### config.mk
export PLATFORM = sky130hd
export DESIGN_NAME = led_cube_plane_sweep_flat
export DESIGN_NICKNAME = d
export VERILOG_FILES = /design/src/rtl/lcps_pkg.sv /design/src/rtl/lcps_req_if.sv /design/src/rtl/lcps_rsp_if.sv /design/src/rtl/lcps_csr_if.sv /design/src/rtl/led_cube_plane_sweep.sv /design/src/flat_wrapper.sv
export SDC_FILE = /design/constraint.sdc
export NUM_CORES = 1
export LEC_CHECK = 0
export BUFFER_PORTS_ARGS = -buffer_cell sky130_fd_sc_hd__buf_2
export CAP_MARGIN = 5
export CORE_MARGIN = 2
export CORE_UTILIZATION = 50
export CTS_BUF_LIST = sky130_fd_sc_hd__clkbuf_2
export DETAILED_ROUTE_END_ITERATION = 10
export PLACE_DENSITY = 0.76
export REMOVE_ABC_BUFFERS = 1
export SETUP_SLACK_MARGIN = 0.1
export SYNTH_ARGS = -nofsm -noshare
export SYNTH_HDL_FRONTEND = slang
export SYNTH_SLANG_ARGS = --single-unit
export TNS_END_PERCENT = 10
### constraint.sdc
create_clock -name clock -period 28.8 [get_ports clock]
set_input_delay 2.88 -clock clock [delete_from_list [all_inputs] [get_ports clock]]
set_output_delay 2.88 -clock clock [all_outputs]
set_load 0.01 [all_outputs]
### src/rtl/lcps_pkg.sv
// lcps_pkg: shared constants for the led cube plane sweep
// no dependencies; used by the channel interfaces and the top level

package lcps_pkg;

   localparam int CUBE_SIZE = 8;
   localparam int BYTE_W    = 8;
   localparam int COLS_W    = CUBE_SIZE * BYTE_W;
   localparam int NOW_W     = 32;
   localparam int PERIOD_W  = 16;
   localparam int POS_W     = $clog2(CUBE_SIZE);

   localparam logic [PERIOD_W-1:0] PERIOD_RESET = PERIOD_W'(100);

   localparam logic [BYTE_W-1:0] ALL_LAYERS = 8'hff;
   localparam logic [BYTE_W-1:0] TOP_BIT    = 8'h80;
   localparam logic [BYTE_W-1:0] LOW_BIT    = 8'h01;

   localparam logic OP_POLL    = 1'b0;
   localparam logic OP_RESTART = 1'b1;

endpackage

### src/rtl/lcps_req_if.sv
// lcps_req_if: input channel, poll time or restart command
// depends on lcps_pkg

interface lcps_req_if;
   import lcps_pkg::*;

   logic             valid;
   logic             ready;
   logic             op;
   logic [NOW_W-1:0] now_ms;

   modport source (output valid, output op, output now_ms, input ready);
   modport sink   (input valid, input op, input now_ms, output ready);
endinterface

### src/rtl/lcps_rsp_if.sv
// lcps_rsp_if: result channel, one cube frame per transfer
// depends on lcps_pkg

interface lcps_rsp_if;
   import lcps_pkg::*;

   logic              valid;
   logic              ready;
   logic [COLS_W-1:0] column_bytes;
   logic [BYTE_W-1:0] layer_mask;

   modport source (output valid, output column_bytes, output layer_mask, input ready);
   modport sink   (input valid, input column_bytes, input layer_mask, output ready);
endinterface

### src/rtl/lcps_csr_if.sv
// lcps_csr_if: configuration write channel for the step period
// depends on lcps_pkg

interface lcps_csr_if;
   import lcps_pkg::*;

   logic                valid;
   logic                ready;
   logic [PERIOD_W-1:0] step_period_ms;

   modport source (output valid, output step_period_ms, input ready);
   modport sink   (input valid, input step_period_ms, output ready);
endinterface

### src/rtl/led_cube_plane_sweep.sv
// led_cube_plane_sweep: frame generator sweeping a lit plane along x, y and z
// depends on lcps_pkg, lcps_req_if, lcps_rsp_if, lcps_csr_if
//
// One request is taken per clock cycle. Each poll compares the elapsed time
// (wrapping 32-bit subtract) with the step period and updates the sweep state
// in the cycle of its transfer; a frame, if any, appears in the result register
// on the next cycle. A new request is taken in the same cycle that a waiting
// frame is transferred, so the rate is one request per cycle as long as frames
// are taken; while a frame waits on a stalled result channel no request is
// taken. A restart returns the sweep to the x phase without touching the frame
// timer.

module led_cube_plane_sweep (
   input logic       clock,
   input logic       reset,
   lcps_req_if.sink  req_chan,
   lcps_rsp_if.source rsp_chan,
   lcps_csr_if.sink  csr_chan
);
   import lcps_pkg::*;

   typedef enum logic [1:0] {
      PHASE_X    = 2'd0,
      PHASE_Y    = 2'd1,
      PHASE_Z    = 2'd2,
      PHASE_IDLE = 2'd3
   } phase_type;

   phase_type           phase_ff, phase_in;
   logic                fwd_ff, fwd_in;
   logic [POS_W-1:0]    xpos_ff, xpos_in;
   logic [NOW_W-1:0]    last_ff, last_in;
   logic [BYTE_W-1:0]   ypat_ff, ypat_in;
   logic [BYTE_W-1:0]   lpat_ff, lpat_in;
   logic [PERIOD_W-1:0] period_ff;

   logic                rsp_valid_ff, rsp_valid_in;
   logic [COLS_W-1:0]   cols_ff, cols_in;
   logic [BYTE_W-1:0]   mask_ff, mask_in;

   logic                accept;
   logic                due;
   logic                emit;
   logic [NOW_W-1:0]    elapsed;
   logic [POS_W-1:0]    xsel;
   logic [BYTE_W-1:0]   shifted;

   assign req_chan.ready = !rsp_valid_ff || rsp_chan.ready;
   assign accept         = req_chan.valid && req_chan.ready;
   assign csr_chan.ready = 1'b1;

   assign elapsed = req_chan.now_ms - last_ff;
   assign due     = elapsed >= NOW_W'(period_ff);

   assign rsp_chan.valid        = rsp_valid_ff;
   assign rsp_chan.column_bytes = cols_ff;
   assign rsp_chan.layer_mask   = mask_ff;

   always_comb begin
      phase_in = phase_ff;
      fwd_in   = fwd_ff;
      xpos_in  = xpos_ff;
      last_in  = last_ff;
      ypat_in  = ypat_ff;
      lpat_in  = lpat_ff;
      emit     = 1'b0;
      cols_in  = cols_ff;
      mask_in  = mask_ff;
      xsel     = xpos_ff;
      shifted  = '0;

      if (accept) begin
         if (req_chan.op == OP_RESTART) begin
            phase_in = PHASE_X;
            fwd_in   = 1'b1;
            xpos_in  = '0;
            ypat_in  = '0;
            lpat_in  = '0;
         end else begin
            unique case (phase_ff)
               PHASE_X: begin
                  lpat_in = ALL_LAYERS;
                  if (due) begin
                     emit    = 1'b1;
                     last_in = req_chan.now_ms;
                     mask_in = ALL_LAYERS;
                     if (fwd_ff) begin
                        xsel = xpos_ff;
                        if (xpos_ff == POS_W'(CUBE_SIZE - 1)) fwd_in = 1'b0;
                        else xpos_in = xpos_ff + 1'b1;
                     end else begin
                        xsel    = xpos_ff - 1'b1;
                        xpos_in = xsel;
                        if (xsel == '0) begin
                           fwd_in   = 1'b1;
                           phase_in = PHASE_Y;
                        end
                     end
                     for (int j = 0; j < CUBE_SIZE; j++) begin
                        cols_in[j*BYTE_W +: BYTE_W] =
                           (xsel == POS_W'(j)) ? ALL_LAYERS : '0;
                     end
                  end
               end
               PHASE_Y: begin
                  lpat_in = ALL_LAYERS;
                  mask_in = ALL_LAYERS;
                  if (ypat_ff == '0) begin
                     emit    = 1'b1;
                     ypat_in = LOW_BIT;
                     last_in = req_chan.now_ms;
                     cols_in = {CUBE_SIZE{LOW_BIT}};
                  end else if (due) begin
                     emit    = 1'b1;
                     last_in = req_chan.now_ms;
                     if (fwd_ff) begin
                        shifted = ypat_ff << 1;
                        if (shifted == TOP_BIT) fwd_in = 1'b0;
                     end else begin
                        shifted = ypat_ff >> 1;
                        if (shifted == '0) begin
                           lpat_in  = '0;
                           fwd_in   = 1'b1;
                           phase_in = PHASE_Z;
                        end
                     end
                     ypat_in = shifted;
                     cols_in = {CUBE_SIZE{shifted}};
                  end
               end
               PHASE_Z: begin
                  cols_in = '1;
                  if (lpat_ff == '0) begin
                     emit    = 1'b1;
                     lpat_in = LOW_BIT;
                     last_in = req_chan.now_ms;
                     mask_in = LOW_BIT;
                  end else if (due) begin
                     emit    = 1'b1;
                     last_in = req_chan.now_ms;
                     if (fwd_ff) begin
                        shifted = lpat_ff << 1;
                        lpat_in = shifted;
                        if (shifted == TOP_BIT) fwd_in = 1'b0;
                     end else begin
                        shifted = lpat_ff >> 1;
                        lpat_in = shifted;
                        if (shifted == LOW_BIT) begin
                           xpos_in  = '0;
                           fwd_in   = 1'b1;
                           phase_in = PHASE_X;
                           lpat_in  = '0;
                        end
                     end
                     mask_in = shifted;
                  end
               end
               PHASE_IDLE: begin
                  emit = 1'b0;
               end
               default: begin
                  emit = 1'b0;
               end
            endcase
         end
      end

      if (emit) rsp_valid_in = 1'b1;
      else if (rsp_chan.ready) rsp_valid_in = 1'b0;
      else rsp_valid_in = rsp_valid_ff;
   end

   always_ff @(posedge clock) begin
      if (reset) begin
         phase_ff     <= PHASE_X;
         fwd_ff       <= 1'b1;
         xpos_ff      <= '0;
         last_ff      <= '0;
         ypat_ff      <= '0;
         lpat_ff      <= '0;
         period_ff    <= PERIOD_RESET;
         rsp_valid_ff <= 1'b0;
      end else begin
         phase_ff     <= phase_in;
         fwd_ff       <= fwd_in;
         xpos_ff      <= xpos_in;
         last_ff      <= last_in;
         ypat_ff      <= ypat_in;
         lpat_ff      <= lpat_in;
         rsp_valid_ff <= rsp_valid_in;
         if (csr_chan.valid && csr_chan.ready) begin
            period_ff <= csr_chan.step_period_ms;
         end
      end
   end

   // frame payload, loaded only on a new frame
   always_ff @(posedge clock) begin
      if (emit) begin
         cols_ff <= cols_in;
         mask_ff <= mask_in;
      end
   end

endmodule
### src/flat_wrapper.sv
// flat-port wrapper written by rule: the top's interface ports become plain ports
module led_cube_plane_sweep_flat import lcps_pkg::*;
  (clock, reset, req_chan_valid, req_chan_op, req_chan_now_ms, req_chan_ready, rsp_chan_valid, rsp_chan_column_bytes, rsp_chan_layer_mask, rsp_chan_ready, csr_chan_valid, csr_chan_step_period_ms, csr_chan_ready);
  lcps_req_if req_chan_i ();
  lcps_rsp_if rsp_chan_i ();
  lcps_csr_if csr_chan_i ();
  input logic clock;
  input logic reset;
  input wire logic [$bits(req_chan_i.valid)-1:0] req_chan_valid;
  input wire logic [$bits(req_chan_i.op)-1:0] req_chan_op;
  input wire logic [$bits(req_chan_i.now_ms)-1:0] req_chan_now_ms;
  output wire logic [$bits(req_chan_i.ready)-1:0] req_chan_ready;
  output wire logic [$bits(rsp_chan_i.valid)-1:0] rsp_chan_valid;
  output wire logic [$bits(rsp_chan_i.column_bytes)-1:0] rsp_chan_column_bytes;
  output wire logic [$bits(rsp_chan_i.layer_mask)-1:0] rsp_chan_layer_mask;
  input wire logic [$bits(rsp_chan_i.ready)-1:0] rsp_chan_ready;
  input wire logic [$bits(csr_chan_i.valid)-1:0] csr_chan_valid;
  input wire logic [$bits(csr_chan_i.step_period_ms)-1:0] csr_chan_step_period_ms;
  output wire logic [$bits(csr_chan_i.ready)-1:0] csr_chan_ready;
  assign req_chan_i.valid = req_chan_valid;
  assign req_chan_i.op = req_chan_op;
  assign req_chan_i.now_ms = req_chan_now_ms;
  assign req_chan_ready = req_chan_i.ready;
  assign rsp_chan_valid = rsp_chan_i.valid;
  assign rsp_chan_column_bytes = rsp_chan_i.column_bytes;
  assign rsp_chan_layer_mask = rsp_chan_i.layer_mask;
  assign rsp_chan_i.ready = rsp_chan_ready;
  assign csr_chan_i.valid = csr_chan_valid;
  assign csr_chan_i.step_period_ms = csr_chan_step_period_ms;
  assign csr_chan_ready = csr_chan_i.ready;
  led_cube_plane_sweep u_core (.clock(clock), .reset(reset), .req_chan(req_chan_i), .rsp_chan(rsp_chan_i), .csr_chan(csr_chan_i));
endmodule
==> metrics.txt <==
status=finished clean; Hold WS=0.480 ns; commonest non-fill, non-tap cell in the layout=nand2_1; ant diodes=0; initial antenna violation count=0; Die Wd=142 um; CTS Root Buffer Type=clkbuf_2; maximum operating frequency=0.136 GHz; minimum clock period=7.37 ns; core area=0.0186 sq mm; element type at the critical path end=register; power per cell area=43.6 mW/mm^2; Critical Path Slowest Stage Cell=buf_4; total power=453 uW; Static Leak=4.37 nW; asr flop ratio synth=0%; IO Count=129; VDD IR max=30.0 uV; CP max FO=64; setup TNS=0 ns; Synth Instances=1,137; Clk Latency, worst-skew pair=0.81 ns; CTS buffer count=17; largest net degree at the start of global routing=65; Num Clock Sinks=143; crit share post-route=25.6%; synth unique cells=77; Clock Tree Buf Depth=2; Synth Flop Type=edfxtp_1; RSZ-0062 raised after global routing=no; router iterations before antenna repair=5; layout cell share with drive strength beyond 1=15.3%; syn avg cell area=8.32 sq um; first-pass GRT wire length=40,900 um; die area=0.0200 sq mm; Worst Skew=0.0765 ns; detailed-placement wirelength estimate=17,500 um; Yosys Warn Count=0; Post-synth EDFFs=72; # port buffers=127; routed length per placed instance=17.2 um; Max Cap Viol=0; Clk pin slew, worst setup/hold paths=0.24 ns; Routed WL=25,300 um; non-filler cells, final=1,471; Hold WC Path Type=reg2reg; H-Tree Depth=4; routability congestion estimate=1.03; worst path cell trace=buf_2, inv_1, ha_1, fa_1, nand2b_1, a21oi_4, o21ai_0, and2_1, o21ai_0, xor2_1, ha_1, nand4_1, a211oi_1, o2111a_1, nor4_2, nand4_1, nor4_1, and4_1, buf_4, a21o_1, nor4_2, buf_4; CP max stage delay=0.49 ns; Setup CP Type=in2reg; Final Max Tran Viols=0; Vias/cell=6.00; Post-DRT Antenna Nets=0; commonest cells after routing, fill and taps aside=nand2_1 (158), buf_2 (127), a21oi_1 (112), inv_1 (98), nor2_1 (93); vias post-DR=8,826; Worst Path Arrival=7.83 ns; row count=50; area of the mapped netlist=0.00946 sq mm; post-CTS sizing=0; Vert. Die Dim=142 um; max_slew headroom=24.3%; Setup-failing EPs final=0; vias in the first global route=8,285; GRT Util Overall=25.1%; delay-heaviest family, CP=simple AND/OR/NAND/NOR gates; Setup Fix Bufs, Post-CTS=0; crit start category=input pin; utilization after layout=55.7%; Buf+Inv Stages, Crit Path=4; drt drc=0; CTS tree=yes; Setup WS pre-CTS=20.71 ns; final hold violations=0; Placement Cell Area=0.0101 sq mm; hold bufs inserted after CTS=0; Placed Cells=1,439; Required @ worst endpoint=29.26 ns; cell area after layout=0.0104 sq mm; Worst Max-Slew Pin Slew=1.13 ns; GRT overflow=0; starting density of the core=50.7%; area grow syn2layout=9.88%; Final #Nets=1,337; PnR worst setup slack=21.43 ns; drt first-iter violations=635; Seq/Total Area, Yosys=37.9%; register bit total from synthesis=143
per-layer routing:
metal  up-vias  global-route usage, %  share of wire [%]
met2       381                   41.6                 46
met4         0                   7.74                1.7
li1       4253                      -                  -
met5         -                      0                  0
met3        40                   4.42                6.8
met1      4152                   33.6                 45
synthesized netlist by cell type, types with 5 or more instances:
master     instances  area [sq um]
ha_1              58           726
or3_1             11          68.8
inv_1             98           368
nor2b_1            9          56.3
clkbuf_1          45           169
dfxtp_1           71          1420
nor2_1            93           349
mux2i_1           28           280
nand3_1           20           100
and4_1             5          43.8
buf_4              7          52.6
o211ai_1          13          97.6
and2_1             6          37.5
and3_1             5          31.3
nand4_1           16           100
o21ai_0           74           370
xnor2_1           15           131
a21o_1            10          75.1
buf_2              5          25.0
o2bb2ai_1         17           149
a21oi_1          112           561
o21ai_1           13          65.1
buf_6              7          78.8
nand2b_1          13          81.3
a31oi_1            6          37.5
o32ai_1           29           254
edfxtp_1          72          2160
xor2_1             8          70.1
a211oi_1          18           135
nor3_1            19          95.1
nand2_1          158           593
state kept, by name, summed over array words and instances (netlist names):
signal / cells
u_core.fwd_ff: 1
u_core.last_ff: 32
u_core.lpat_ff: 8
u_core.period_ff: 16
u_core.phase_ff: 2
u_core.rsp_chan.column_bytes: 64
u_core.rsp_chan.layer_mask: 8
u_core.rsp_chan.valid: 1
u_core.xpos_ff: 3
u_core.ypat_ff: 8
worst min-delay path, delay by kind of cell, from the launching register on:
family          cells  cell delay, ns
compound gates      1            0.05
flops               1            0.36
simple gates        1            0.05
power by group:
group,internal [mW],switching (mW)
registers,0.221,0.00374
clock network,0.0306,0.0967
logic,0.0388,0.0623
total,0.290,0.163
logic make-up after synthesis:
group / Yosys count / synth area share [%]
buf+inv: 167 / 7.63
simple gates: 373 / 17.9
fa+ha+maj: 59 / 7.89
xor+xnor: 23 / 2.13
other cells: 1 / 0.0397
mux: 28 / 2.96
flops: 143 / 37.9
compound gates: 343 / 23.5
layout make-up:
class,count,area (sq um)
multi-input cells,827,5170
well taps,234,293
flip-flops and latches,143,3580
fillers,1744,8250
inverters,98,368
clock buffers,17,85.1
clock inverters,15,181
repair buffers,137,711
worst paths after layout:
check / cells past startpoint / start / slack (ns) / endpoint
hold / removal: 2 / u_core.last_ff[18]$_SDFFE_PP0P_ / 0.48 / u_core.last_ff[18]$_SDFFE_PP0P_
hold reg to reg: 2 / u_core.last_ff[18]$_SDFFE_PP0P_ / 0.48 / u_core.last_ff[18]$_SDFFE_PP0P_
setup / recovery: 22 / req_chan_now_ms[0] / 21.43 / u_core.rsp_chan.column_bytes[20]$_DFFE_PP_
setup reg to reg: 20 / u_core.last_ff[0]$_SDFFE_PP0P_ / 23.32 / u_core.rsp_chan.column_bytes[20]$_DFFE_PP_
Note: power is estimated with default switching activity, not from simulation.
